--- config.mk ---
export PLATFORM = sky130hd
export DESIGN_NAME = poly_coeff_bit_unpacker
export DESIGN_NICKNAME = d
export VERILOG_FILES = /design/src/rtl/pcbu_pkg.sv /design/src/rtl/pcbu_front.sv /design/src/rtl/pcbu_queue.sv /design/src/rtl/pcbu_back.sv /design/src/rtl/poly_coeff_bit_unpacker.sv
export SDC_FILE = /design/constraint.sdc
export NUM_CORES = 1
export LEC_CHECK = 0
export BUFFER_PORTS_ARGS = -buffer_cell sky130_fd_sc_hd__buf_2
export CORE_UTILIZATION = 56
export DETAILED_ROUTE_END_ITERATION = 6
export PLACE_DENSITY = 0.73
export RECOVER_POWER = 50
export SYNTH_ARGS = -nofsm -noshare
export SYNTH_HDL_FRONTEND = slang
export SYNTH_SLANG_ARGS = --single-unit
--- constraint.sdc ---
create_clock -name clk -period 4.4 [get_ports clk]
set_input_delay 0.66 -clock clk [delete_from_list [all_inputs] [get_ports clk]]
set_output_delay 0.66 -clock clk [all_outputs]
set_load 0.01 [all_outputs]
--- src/rtl/pcbu_pkg.sv ---
`timescale 1ns / 1ps
// ----------------------------------------------------------------------------
// pcbu_pkg: shared types and helpers for the coefficient bit unpacker
// Payload structs, configuration and job types, status codes and the small
// width decoders that the front and back parts both rely on.
// ----------------------------------------------------------------------------
package pcbu_pkg;

	localparam int ACC_W   = 19;
	localparam int HELD_W  = 5;
	localparam int D_W     = 4;
	localparam int MOD_W   = 13;
	localparam int COEFF_W = 12;
	localparam int IDX_W   = 8;
	localparam int NUM_W   = 4;
	localparam int CFG_IDX_W  = 1;
	localparam int CFG_DATA_W = 13;

	localparam logic [CFG_IDX_W-1:0] REG_COEFF_BITS = 1'd0;
	localparam logic [CFG_IDX_W-1:0] REG_MODULUS    = 1'd1;

	localparam logic [D_W-1:0]   COEFF_BITS_RESET = 4'd12;
	localparam logic [MOD_W-1:0] MODULUS_RESET    = 13'd3329;

	localparam logic [1:0] ST_OK    = 2'd0;
	localparam logic [1:0] ST_RANGE = 2'd1;
	localparam logic [1:0] ST_WIDTH = 2'd2;

	localparam logic [D_W-1:0] D_1  = 4'd1;
	localparam logic [D_W-1:0] D_4  = 4'd4;
	localparam logic [D_W-1:0] D_5  = 4'd5;
	localparam logic [D_W-1:0] D_10 = 4'd10;
	localparam logic [D_W-1:0] D_11 = 4'd11;
	localparam logic [D_W-1:0] D_12 = 4'd12;

	localparam logic [NUM_W-1:0] MAX_PER_BYTE = 4'd8;

	typedef struct packed {
		logic [7:0] packed_byte;
		logic       start_of_poly;
	} in_item_t;

	typedef struct packed {
		logic [COEFF_W-1:0] coeff_value;
		logic [IDX_W-1:0]   coeff_index;
		logic [1:0]         status;
		logic               sticky_error;
		logic               last_of_byte;
		logic               poly_done;
	} out_item_t;

	typedef struct packed {
		logic [D_W-1:0]   coeff_bits;
		logic [MOD_W-1:0] modulus;
	} cfg_t;

	// One accepted byte as seen by the back part.
	typedef struct packed {
		logic [ACC_W-1:0] acc;
		logic [NUM_W-1:0] count;
		logic             start;
		logic             bad;
	} job_t;

	function automatic logic width_ok(input logic [D_W-1:0] d);
		logic ok;
		ok = 1'b0;
		unique case (d)
			D_1, D_4, D_5, D_10, D_11, D_12: ok = 1'b1;
			default: ok = 1'b0;
		endcase
		return ok;
	endfunction

	// Coefficients that leave for a given bit count, capped at eight.
	// The count never exceeds 19, so the wide widths yield at most one.
	function automatic logic [NUM_W-1:0] coeff_count(input logic [HELD_W-1:0] h,
			input logic [D_W-1:0] d);
		logic [NUM_W-1:0] n;
		n = '0;
		unique case (d)
			D_1: n = (h >= HELD_W'(8)) ? MAX_PER_BYTE : h[NUM_W-1:0];
			D_4: n = NUM_W'(h >> 2);
			D_5: begin
				if (h >= HELD_W'(15))
					n = 4'd3;
				else if (h >= HELD_W'(10))
					n = 4'd2;
				else if (h >= HELD_W'(5))
					n = 4'd1;
				else
					n = 4'd0;
			end
			D_10, D_11, D_12: n = (h >= HELD_W'(d)) ? 4'd1 : 4'd0;
			default: n = '0;
		endcase
		return n;
	endfunction

	function automatic logic [COEFF_W-1:0] coeff_mask(input logic [D_W-1:0] d);
		logic [COEFF_W:0] one_hot;
		one_hot = (COEFF_W+1)'(1) << d;
		return COEFF_W'(one_hot - (COEFF_W+1)'(1));
	endfunction

endpackage

--- src/rtl/pcbu_front.sv ---
`timescale 1ns / 1ps
// ----------------------------------------------------------------------------
// pcbu_front: byte intake and bit accumulator
// Merges each accepted byte above the held bits, works out how many
// coefficients it releases and hands a job to the queue.
// ----------------------------------------------------------------------------
module pcbu_front import pcbu_pkg::*; (
	input  logic     clk,
	input  logic     arst_n,
	input  cfg_t     cfg,
	input  logic     in_valid,
	output logic     in_stall,
	input  in_item_t in_data,
	output logic     job_valid,
	input  logic     job_full,
	output job_t     job
);

	logic [ACC_W-1:0]  acc_q;
	logic [HELD_W-1:0] held_q;

	logic [ACC_W-1:0]   base_acc;
	logic [HELD_W-1:0]  base_held;
	logic [ACC_W-1:0]   merged;
	logic [HELD_W-1:0]  held_sum;
	logic [NUM_W-1:0]   n;
	logic [2*D_W-1:0]   used;
	logic [HELD_W-1:0]  used_bits;
	logic               good;
	logic               accept;

	assign in_stall = job_full;
	assign accept   = in_valid && !job_full;
	assign good     = width_ok(cfg.coeff_bits);

	always_comb begin
		base_acc  = in_data.start_of_poly ? '0 : acc_q;
		base_held = in_data.start_of_poly ? '0 : held_q;
		merged    = base_acc | (ACC_W'(in_data.packed_byte) << base_held);
		held_sum  = base_held + HELD_W'(8);
		n         = coeff_count(held_sum, cfg.coeff_bits);
		used      = {{D_W{1'b0}}, n} * {{(D_W){1'b0}}, cfg.coeff_bits};
		used_bits = used[HELD_W-1:0];
	end

	assign job_valid = accept;
	assign job.acc   = merged;
	assign job.count = n;
	assign job.start = in_data.start_of_poly;
	assign job.bad   = !good;

	always_ff @(posedge clk or negedge arst_n) begin
		if (!arst_n) begin
			acc_q  <= '0;
			held_q <= '0;
		end else if (accept) begin
			if (good) begin
				acc_q  <= merged >> used_bits;
				held_q <= held_sum - used_bits;
			end else begin
				// The byte is dropped; only a start of polynomial clears state.
				acc_q  <= base_acc;
				held_q <= base_held;
			end
		end
	end

endmodule

--- src/rtl/pcbu_queue.sv ---
`timescale 1ns / 1ps
// ----------------------------------------------------------------------------
// pcbu_queue: two-entry job queue
// Decouples byte intake from coefficient emission so either side can stall.
// ----------------------------------------------------------------------------
module pcbu_queue import pcbu_pkg::*; (
	input  logic clk,
	input  logic arst_n,
	input  logic push,
	input  job_t push_job,
	output logic full,
	input  logic pop,
	output logic pop_valid,
	output job_t pop_job
);

	job_t       mem_q [2];
	logic       wr_q;
	logic       rd_q;
	logic [1:0] fill_q;

	assign full      = (fill_q == 2'd2);
	assign pop_valid = (fill_q != 2'd0);
	assign pop_job   = mem_q[rd_q];

	always_ff @(posedge clk) begin
		if (push)
			mem_q[wr_q] <= push_job;
	end

	always_ff @(posedge clk or negedge arst_n) begin
		if (!arst_n) begin
			wr_q   <= 1'b0;
			rd_q   <= 1'b0;
			fill_q <= 2'd0;
		end else begin
			if (push)
				wr_q <= !wr_q;
			if (pop)
				rd_q <= !rd_q;
			if (push && !pop)
				fill_q <= fill_q + 2'd1;
			else if (pop && !push)
				fill_q <= fill_q - 2'd1;
		end
	end

endmodule

--- src/rtl/pcbu_back.sv ---
`timescale 1ns / 1ps
// ----------------------------------------------------------------------------
// pcbu_back: coefficient extractor
// Takes one job at a time; while the output is not stalled it peels one
// coefficient per cycle off its bits, tracking the polynomial's coefficient index and sticky error.
// ----------------------------------------------------------------------------
module pcbu_back import pcbu_pkg::*; #(
	parameter int COEFFS_PER_POLY = 256
) (
	input  logic      clk,
	input  logic      arst_n,
	input  cfg_t      cfg,
	input  logic      job_valid,
	input  job_t      job,
	output logic      job_pop,
	output logic      out_valid,
	input  logic      out_stall,
	output out_item_t out_data
);

	localparam int CW = $clog2(COEFFS_PER_POLY);

	logic             active_q;
	logic [ACC_W-1:0] acc_q;
	logic [NUM_W-1:0] left_q;
	logic             bad_q;
	logic [CW-1:0]    cnt_q;
	logic             err_q;
	logic             out_valid_q;
	out_item_t        out_q;

	logic               emit;
	logic               last;
	logic               load;
	logic [COEFF_W-1:0] value;
	logic               over;
	logic               done;
	logic               err_emit;
	logic [CW-1:0]      cnt_emit;
	logic [CW+7:0]      cnt_wide;

	assign emit     = active_q && (!out_valid_q || !out_stall);
	assign last     = (left_q == NUM_W'(1));
	assign load     = job_valid && (!active_q || (emit && last));
	assign job_pop  = load;

	assign value    = acc_q[COEFF_W-1:0] & coeff_mask(cfg.coeff_bits);
	assign over     = (cfg.coeff_bits == D_12) && ({1'b0, value} >= cfg.modulus);
	assign done     = !bad_q && (cnt_q == CW'(COEFFS_PER_POLY - 1));
	assign err_emit = err_q || bad_q || over;
	assign cnt_wide = {8'd0, cnt_q};

	always_comb begin
		cnt_emit = cnt_q;
		if (!bad_q)
			cnt_emit = (cnt_q == CW'(COEFFS_PER_POLY - 1)) ? '0 : cnt_q + CW'(1);
	end

	assign out_valid = out_valid_q;
	assign out_data  = out_q;

	always_ff @(posedge clk or negedge arst_n) begin
		if (!arst_n) begin
			active_q    <= 1'b0;
			acc_q       <= '0;
			left_q      <= '0;
			bad_q       <= 1'b0;
			cnt_q       <= '0;
			err_q       <= 1'b0;
			out_valid_q <= 1'b0;
			out_q       <= '0;
		end else begin
			if (emit) begin
				out_valid_q        <= 1'b1;
				out_q.coeff_value  <= bad_q ? '0 : value;
				out_q.coeff_index  <= cnt_wide[IDX_W-1:0];
				out_q.status       <= bad_q ? ST_WIDTH : (over ? ST_RANGE : ST_OK);
				out_q.sticky_error <= err_emit;
				out_q.last_of_byte <= last;
				out_q.poly_done    <= done;
			end else if (!out_stall) begin
				out_valid_q <= 1'b0;
			end

			// A new job may start in the same cycle the previous one finishes.
			if (load) begin
				acc_q    <= job.acc;
				left_q   <= job.bad ? NUM_W'(1) : job.count;
				bad_q    <= job.bad;
				active_q <= job.bad || (job.count != '0);
			end else if (emit) begin
				acc_q  <= acc_q >> cfg.coeff_bits;
				left_q <= left_q - NUM_W'(1);
				if (last)
					active_q <= 1'b0;
			end

			if (load && job.start) begin
				cnt_q <= '0;
				err_q <= 1'b0;
			end else if (emit) begin
				cnt_q <= cnt_emit;
				err_q <= err_emit;
			end
		end
	end

endmodule

--- src/rtl/poly_coeff_bit_unpacker.sv ---
`timescale 1ns / 1ps
// ----------------------------------------------------------------------------
// poly_coeff_bit_unpacker: packed polynomial byte decoder
// Unpacks an LSB-first byte stream into coefficients of 1, 4, 5, 10, 11 or
// 12 bits, with index, last-of-byte mark and range check on 12-bit values.
// ----------------------------------------------------------------------------
// A new byte beat is taken every cycle while the two-entry job queue has
// room; the coefficient extractor then gives one result beat per cycle while
// the output is not stalled, one for each coefficient that a byte releases
// (up to eight at a width of one bit). The next byte's job is loaded in the
// same cycle as the previous byte's last coefficient is emitted, so bytes
// follow each other with no gap. Configuration is sampled live and should
// only be written while no beat is in flight.
module poly_coeff_bit_unpacker import pcbu_pkg::*; #(
	parameter int COEFFS_PER_POLY = 256
) (
	input  logic                  clk,
	input  logic                  arst_n,
	input  logic                  cfg_we,
	input  logic [CFG_IDX_W-1:0]  cfg_index,
	input  logic [CFG_DATA_W-1:0] cfg_data,
	input  logic                  in_valid,
	output logic                  in_stall,
	input  in_item_t              in_data,
	output logic                  out_valid,
	input  logic                  out_stall,
	output out_item_t             out_data
);

	cfg_t cfg_q;
	logic job_push;
	logic job_full;
	job_t job_in;
	logic job_pop;
	logic job_valid;
	job_t job_out;

	always_ff @(posedge clk or negedge arst_n) begin
		if (!arst_n) begin
			cfg_q.coeff_bits <= COEFF_BITS_RESET;
			cfg_q.modulus    <= MODULUS_RESET;
		end else if (cfg_we) begin
			unique case (cfg_index)
				REG_COEFF_BITS: cfg_q.coeff_bits <= cfg_data[D_W-1:0];
				REG_MODULUS:    cfg_q.modulus    <= cfg_data[MOD_W-1:0];
				default: ;
			endcase
		end
	end

	pcbu_front u_front (
		.clk       (clk),
		.arst_n    (arst_n),
		.cfg       (cfg_q),
		.in_valid  (in_valid),
		.in_stall  (in_stall),
		.in_data   (in_data),
		.job_valid (job_push),
		.job_full  (job_full),
		.job       (job_in)
	);

	pcbu_queue u_queue (
		.clk       (clk),
		.arst_n    (arst_n),
		.push      (job_push),
		.push_job  (job_in),
		.full      (job_full),
		.pop       (job_pop),
		.pop_valid (job_valid),
		.pop_job   (job_out)
	);

	pcbu_back #(
		.COEFFS_PER_POLY (COEFFS_PER_POLY)
	) u_back (
		.clk       (clk),
		.arst_n    (arst_n),
		.cfg       (cfg_q),
		.job_valid (job_valid),
		.job       (job_out),
		.job_pop   (job_pop),
		.out_valid (out_valid),
		.out_stall (out_stall),
		.out_data  (out_data)
	);

endmodule
==> results of run 1 <==
==> kinds of logic (layout without fill, tap and decap cells) <==
group           count (synthesis)  count (layout)  synth area share
other cells                     2               2         0.0007795
buf+inv                       119             208           0.04961
compound gates                276             276            0.1958
xor+xnor                       19              19           0.01727
fa+ha+maj                      33              33           0.04572
mux                            93              93            0.1094
flops                         155             155            0.4294
simple gates                  310             310            0.1521
==> flip-flops by register name (all words and copies together), names as in the netlist, 2 cells and up <==
register         flops
u_front.held_q       5
cfg_q               17
u_back.left_q        4
u_queue.mem_q       50
u_back.cnt_q         8
u_front.acc_q       19
u_back.out_data     25
u_back.acc_q        19
u_queue.fill_q       2
==> worst min path at each step <==
stage                                    from                   to  slack [ps]
after floorplan                        arst_n            cfg_q[12]         360
after global placement    u_back.out_data[11]  u_back.out_data[11]         450
after detailed placement  u_back.out_data[10]  u_back.out_data[10]         460
after CTS                              arst_n             cfg_q[6]         170
after global routing              cfg_data[5]             cfg_q[5]         460
final                             cfg_data[1]            cfg_q[14]         470
==> area by class of cell <==
type                            count  area, um2  share of cell area
Inverter                           55      206.4             0.01843
Timing Repair Buffer              121      800.8             0.07147
Multi-Input combinational cell    733       5202              0.4643
Clock inverter                     13      140.1             0.01251
Tap cell                          220      275.3             0.02457
Clock buffer                       19      442.9             0.03953
Sequential cell                   155       4136              0.3692
==> cell usage in the layout (no fill, tap or decap), types with 5 or more instances in the layout <==
cell	instances
a211oi_1	20
a21o_1	11
a21oi_1	55
a221oi_1	13
a22o_1	13
a31oi_1	12
and2_1	12
and3_1	8
buf_2	53
buf_4	64
clkbuf_16	17
dfrtp_1	99
dfstp_2	6
edfxtp_1	50
ha_1	24
inv_1	46
inv_2	7
mux2_2	28
mux2i_1	58
mux4_2	7
nand2_1	130
nand2b_1	12
nand3_1	16
nor2_1	55
nor2b_1	20
nor3_1	14
nor4_1	5
o211ai_1	18
o21a_1	10
o21ai_0	52
o221ai_1	11
o22ai_1	5
o2bb2ai_1	5
xnor2_1	7
xor2_1	10
==> layer usage <==
layer	part of all wire	global-route usage	vias up
met1	0.42	0.3960	3991
met3	0.060	0.05403	88
li1	-	-	3852
met5	0	0	-
met2	0.47	0.4916	379
met4	0.053	0.1755	0
==> through the flow <==
stage	hold slack [ps]	TNS, ps
global placement	452.4	-3708
CTS	167.7	0
global route	461.3	-385.4
detailed placement	457.1	-4758
finish	465.3	0
floorplan	364.4	-2642
==> report_power, final <==
part	switching [uW]	internal, uW	total (uW)
registers	313	1960	2270
logic	1610	1100	2710
clock network	595	854	1450
total	2520	3910	6430
==> worst reg2reg max path: stages, from the launching register on <==
cell,delay (ps)
dfrtp_1,360
nor2b_2,180
inv_1,100
ha_4,160
nor2b_1,130
a221oi_2,280
nand2_1,80
nand2_1,80
o221ai_2,100
nand2_1,90
fa_1,450
fa_1,530
inv_2,40
fa_2,390
xnor2_2,160
xnor2_2,150
nor2b_1,140
buf_4,220
nand2b_4,140
nor2_1,70
a21oi_1,160
o211ai_1,100
==> timing repair <==
| action | in CTS | in global routing |
|---|---|---|
| setup endpoints to repair | 0 | 20 |
| resized for setup | 0 | 12 |
| setup buffers | 0 | 3 |
==> reports/summary.json, run 1 <==
{
  "syn-num-nets": 1067,
  "path_cells": "buf_2 -> nor2b_1 -> inv_2 -> ha_1 -> nor2b_1 -> a21oi_1 -> o211a_1 -> o31ai_2 -> fa_1 -> fa_1 -> inv_2 -> fa_2 -> xnor2_2 -> xnor2_2 -> nor2b_1 -> buf_4 -> nand2b_4 -> nor2_1 -> a21oi_1 -> o211ai_1",
  "tritoncts": "built",
  "placed_cell_area_um2": 10560,
  "instance_count_of_the_mapped_netlist": 1007,
  "cp-startpoint": "in_data[0]",
  "setup.worst_path.class": "in2reg",
  "worstSetupPathDepth": 20,
  "ctsRootBufferMaster": "clkbuf_16",
  "data_required_time_at_the_worst_endpoint_ps": 4690,
  "finalHoldViolCount": 0,
  "drc_errors": 0,
  "path_max_fanout": 7,
  "fmax_mhz": 236.6,
  "overall_via_count_from_detail_route": 8310,
  "detailed_place_hpwl_um": 18990,
  "post_route_cells_drive_above_1_share": 0.2135,
  "cts_max_level": 4,
  "drtPass1Iterations": 6,
  "cp-endpoint": "u_front.acc_q[3]",
  "preCtsSetupSlack_ps": -333.1,
  "post-synth-top-area-fraction": 0.2571,
  "post-synth-top-area-cell": "dfrtp_1",
  "post-route-cell-area_um2": 11200,
  "leakage_power_summed_over_all_cells_uw": 0.004915,
  "layout_setup_ws_ps": 174.2,
  "globalRouteTotalUtil": 0.3074,
  "routedWlPerCell_um": 20.01,
  "yosysSeqAreaShare": 0.4294,
  "clkSinkCount": 155,
  "slew_headroom": -0.1570,
  "cts.reportedPaths.clkPinSlew_ps": 60,
  "area_growth_pct": 16.30,
  "fillCellCount": 1331,
  "cts_hold_repair.buffers": 0,
  "post_synth_num_cell_types": 77,
  "core_um2": 16700,
  "drv_slew": 33,
  "tightestPinTransition_ps": 1735,
  "worst_ir_drop_vdd_mv": 0.4130,
  "io_pins": 55,
  "power_per_cell_area_nw_per_um2": 574.0,
  "critical-path-top-delay-family": "adder cells",
  "reg2regPathDepth": 21,
  "critical_path.slowest_cell": "fa_1",
  "route.final.wire_length_um": 26330,
  "first_iter_violations": 835,
  "yosys_warnings": 0,
  "numPlacedInstances": 1281,
  "final_antenna_net_count": 0,
  "synth.cell_area_um2": 9634,
  "period_needed_ps": 4226,
  "slowest_delay_ps": 530,
  "timing.rr.start": "u_front.held_q[4]",
  "insertion_delay_of_the_later_clocked_pin_in_the_worst_skew_pair_ps": 420,
  "grt_pass1_wl_um": 42120,
  "timing.critical_path.to_type": "flop",
  "antenna_cells": 0,
  "post_dr_vias_cell": 6.315,
  "cts_made_buffers": 17,
  "outcome": "finished with violations",
  "hp-class": "in2reg",
  "worst_setup_path_start_kind": "input pin",
  "synthTopCellsByCount": "131 x nand2_1, 99 x dfrtp_1, 61 x nor2_1",
  "initial_core_util": 0.5769,
  "placementRows": 47,
  "synth-seq-cells": 155,
  "chipWidth_um": 133.2,
  "clockBufferDepth": 2,
  "asyncSetResetFlopFracSynth": 0.6774,
  "yosys.cell_count.top_type": "nand2_1",
  "netlist_top_cells_area": "dfrtp_1 26%, edfxtp_1 16%, mux2i_1 6.0%, nand2_1 5.1%, ha_1 3.6%",
  "globalRoute.totalOverflow": 0,
  "timing.final.setup_violations": 0,
  "placement.io_buffers": 54,
  "vias_in_the_first_global_route": 8034,
  "cp.buffers_inverters": 4,
  "antenna_found_initial": 0,
  "postSynth.topFlopCell": "dfrtp_1",
  "worstReg2RegEnd": "u_front.acc_q[3]",
  "totalPowerFinal_uw": 6432,
  "failed_checks": "max-capacitance violations, max-slew violations",
  "fp.dieArea_um2": 17730,
  "synth-edff-count": 50,
  "instances_no_fill": 1316,
  "final_net_count": 1143,
  "post_synth.cell_area_avg_um2": 9.567,
  "gp_routability_congestion": 0.9717,
  "hold-path-cell-count": 3,
  "grt_start_max_net_pins": 48,
  "final_worst_path_period_share": 0.9604,
  "dieHeight_um": 133.2,
  "share_of_the_core_filled_with_cells": 0.6709,
  "crit_arrival_ps": 4520,
  "critical_path.most_common_cell": "nor2b_1",
  "ff2ff_setup_slack_ps": 190,
  "clock-skew-final_ps": 10.35,
  "drv_cap": 1
}
(Power assumes the default switching activity.)
==> inputs of run 2 (changes only) <==
CTS_BUF_LIST = sky130_fd_sc_hd__clkbuf_16   (was unset)
==> reports/summary.json, run 2 (synthesized netlist as in run 1, its figures left out) <==
{
  "overall_via_count_from_detail_route": {"value": 8281, "change": "-0.35%"},
  "finalHoldViolCount": {"value": 0, "change": "unchanged"},
  "multi_input_comb_area": {"value": 5202, "unit": "um2", "change": "unchanged"},
  "outcome": "finished with violations",
  "initial_core_util": {"value": 0.5769, "change": "unchanged"},
  "worst_ir_drop_vdd": {"value": 0.4148, "unit": "mV", "change": "+0.43%"},
  "drc_errors": {"value": 0, "change": "unchanged"},
  "clkSinkCount": {"value": 155, "change": "unchanged"},
  "instances_no_fill": {"value": 1316, "change": "unchanged"},
  "chipWidth": {"value": 133.2, "unit": "um", "change": "unchanged"},
  "slowest_delay": {"value": 530, "unit": "ps", "change": "about the same"},
  "numPlacedInstances": {"value": 1281, "change": "unchanged"},
  "worst_setup_path_start_kind": "input pin",
  "critical_path.most_common_cell": "nor2b_1",
  "timing.final.setup_violations": {"value": 0, "change": "unchanged"},
  "path_max_fanout": {"value": 7, "change": "unchanged"},
  "fp.dieArea": {"value": 17730, "unit": "um2", "change": "unchanged"},
  "globalRoute.totalOverflow": {"value": 0, "change": "unchanged"},
  "crit_arrival": {"value": 4520, "unit": "ps", "change": "about the same"},
  "antenna_cells": {"value": 0, "change": "unchanged"},
  "ctsRootBufferMaster": "clkbuf_16",
  "gp_routability_congestion": {"value": 0.9717, "change": "unchanged"},
  "final_antenna_net_count": {"value": 0, "change": "unchanged"},
  "fmax": {"value": 236.4, "unit": "MHz", "change": "about the same"},
  "first_iter_violations": {"value": 831, "change": "-0.48%"},
  "route.final.wire_length": {"value": 26280, "unit": "um", "change": "-0.20%"},
  "area_growth": {"value": 16.19, "unit": "%", "change": "about the same"},
  "routedWlPerCell": {"value": 19.97, "unit": "um", "change": "-0.20%"},
  "period_needed": {"value": 4230, "unit": "ps", "change": "+3.937 ps"},
  "tritoncts": "built",
  "critical_path.slowest_cell": "fa_1",
  "post_route_cells_drive_above_1_share": {"value": 0.2126, "change": "-0.0009124"},
  "timing.rr.start": "u_front.held_q[4]",
  "largest_reg_flops": {"value": 50, "change": "unchanged"},
  "path_cells": "buf_2 -> nor2b_1 -> inv_2 -> ha_1 -> nor2b_1 -> a21oi_1 -> o211a_1 -> o31ai_2 -> fa_1 -> fa_1 -> inv_2 -> fa_2 -> xnor2_2 -> xnor2_2 -> nor2b_1 -> buf_4 -> nand2b_4 -> nor2_1 -> a21oi_1 -> o211ai_1",
  "final_worst_path_period_share": {"value": 0.9613, "change": "about the same"},
  "placement.io_buffers": {"value": 54, "change": "unchanged"},
  "grt_start_max_net_pins": {"value": 48, "change": "unchanged"},
  "failed_checks": "max-capacitance violations, max-slew violations",
  "layout.cells.most_common_list": "130 x nand2_1, 99 x dfrtp_1, 64 x buf_4",
  "largest_register": "u_queue.mem_q",
  "seq_area": {"value": 4136, "unit": "um2", "change": "unchanged"},
  "share_of_the_core_filled_with_cells": {"value": 0.6703, "change": "about the same"},
  "cts_max_level": {"value": 4, "change": "unchanged"},
  "detailed_place_hpwl": {"value": 18990, "unit": "um", "change": "unchanged"},
  "tightestPinTransition": {"value": 1754, "unit": "ps", "change": "+18.90 ps"},
  "cts_made_buffers": {"value": 17, "change": "unchanged"},
  "insertion_delay_of_the_later_clocked_pin_in_the_worst_skew_pair": {"value": 420, "unit": "ps", "change": "about the same"},
  "fin_setup_tns": {"value": 0, "unit": "ps", "change": "unchanged"},
  "setup.worst_path.class": "in2reg",
  "drtPass1Iterations": {"value": 5, "change": "-1"},
  "leading_cell_type_in_the_layout_fill_and_taps_excluded": "nand2_1",
  "cts_hold_repair.buffers": {"value": 0, "change": "unchanged"},
  "core": {"value": 16700, "unit": "um2", "change": "unchanged"},
  "clock-skew-final": {"value": 11.39, "unit": "ps", "change": "+1.037 ps"},
  "vias_in_the_first_global_route": {"value": 8039, "change": "+0.062%"},
  "clockBufferDepth": {"value": 2, "change": "unchanged"},
  "fillCellCount": {"value": 1334, "change": "+0.23%"},
  "data_required_time_at_the_worst_endpoint": {"value": 4690, "unit": "ps", "change": "about the same"},
  "timing.critical_path.to_type": "flop",
  "power_per_cell_area": {"value": 572.6, "unit": "nW/um2", "change": "-0.26%"},
  "globalRouteTotalUtil": {"value": 0.3073, "change": "about the same"},
  "drv_slew": {"value": 33, "change": "unchanged"},
  "dieHeight": {"value": 133.2, "unit": "um", "change": "unchanged"},
  "final_net_count": {"value": 1143, "change": "unchanged"},
  "io_pins": {"value": 55, "change": "unchanged"},
  "cp-startpoint": "in_data[0]",
  "leakage_power_summed_over_all_cells": {"value": 0.004913, "unit": "uW", "change": "about the same"},
  "placementRows": {"value": 47, "change": "unchanged"},
  "critical-path-top-delay-family": "adder cells",
  "antenna_found_initial": {"value": 0, "change": "unchanged"},
  "hp-class": "reg2reg",
  "slew_headroom": {"value": -0.1696, "change": "-0.01260"},
  "grt_pass1_wl": {"value": 42120, "unit": "um", "change": "about the same"},
  "post_dr_vias_cell": {"value": 6.293, "change": "-0.35%"},
  "cts.reportedPaths.clkPinSlew": {"value": 70, "unit": "ps", "change": "about the same"},
  "drv_cap": {"value": 1, "change": "unchanged"},
  "worst_hold_startpoint": "u_back.out_data[10]",
  "cp.buffers_inverters": {"value": 4, "change": "unchanged"}
}
==> run 2: cell types whose count changed in the layout (fill, tap and decap cells not counted) <==
cell | previous run | this run
clkbuf_1 | 2 | 1
clkbuf_8 | 1 | 0
clkinv_1 | 3 | 4
inv_1 | 46 | 47
==> run 2: worst register-to-register path, cell delays in order, from the launching register on <==
cell and delay (ps):
dfrtp_1 360, nor2b_2 180, inv_1 100, ha_4 160, nor2b_1 130, a221oi_2 280
nand2_1 80, nand2_1 80, o221ai_2 100, nand2_1 90, fa_1 450, fa_1 530
inv_2 40, fa_2 390, xnor2_2 160, xnor2_2 150, nor2b_1 140, buf_4 220
nand2b_4 140, nor2_1 70, a21oi_1 150, o211ai_1 100
==> run 2: per-layer routing <==
metal / track usage / vias to the layer above / share of wire
met2: 0.4916 / 366 / 0.47
li1: - / 3845 / -
met4: 0.1755 / 0 / 0.050
met5: 0 / - / 0
met1: 0.3957 / 3989 / 0.42
met3: 0.05403 / 81 / 0.061
==> run 2: final cells by class <==
type,instances,area share
tap,220,0.02459
timing repair buffer,121,0.07153
clock buffer,17,0.03800
multi-input combinational,733,0.4647
inverter,55,0.01844
sequential,155,0.3695
clock inverter,15,0.01319
==> run 2: power by group <==
part           internal [uW]  total, uW  leakage (uW)  switching, uW
clock network            834       1430      0.000277            596
registers               1960       2270       0.00181            312
logic                   1100       2710       0.00283           1610
==> run 2: worst paths after layout <==
check / to / slack (ps) / depth (start not counted)
max: u_front.acc_q[3] / 170 / 20
min: u_back.out_data[10] / 470 / 2
max reg2reg: u_front.acc_q[3] / 190 / 21
min reg2reg: u_back.out_data[10] / 470 / 2
max in group asynchronous: u_back.acc_q[15] / 2360 / 2
min in group asynchronous: cfg_q[6] / 700 / 1
==> run 2: timing repair <==
item	in CTS	in global routing
endpoints found under the hold margin	0	0
buffers inserted	0	3
gates resized for setup	0	12
endpoints found under the setup margin	0	20
==> run 2: per-stage QoR <==
step	total power [uW]	hold WS, ps	area, um2	setup slack [ps]
after floorplan	4046	364.4	9831	-279.3
after global placement	4850	452.4	10560	-271.3
after detailed placement	4897	457.1	10560	-333.1
after CTS	6349	167.7	11130	53.15
after global routing	6770	461.3	11190	-59.04
final	6410	466.1	11190	170.2
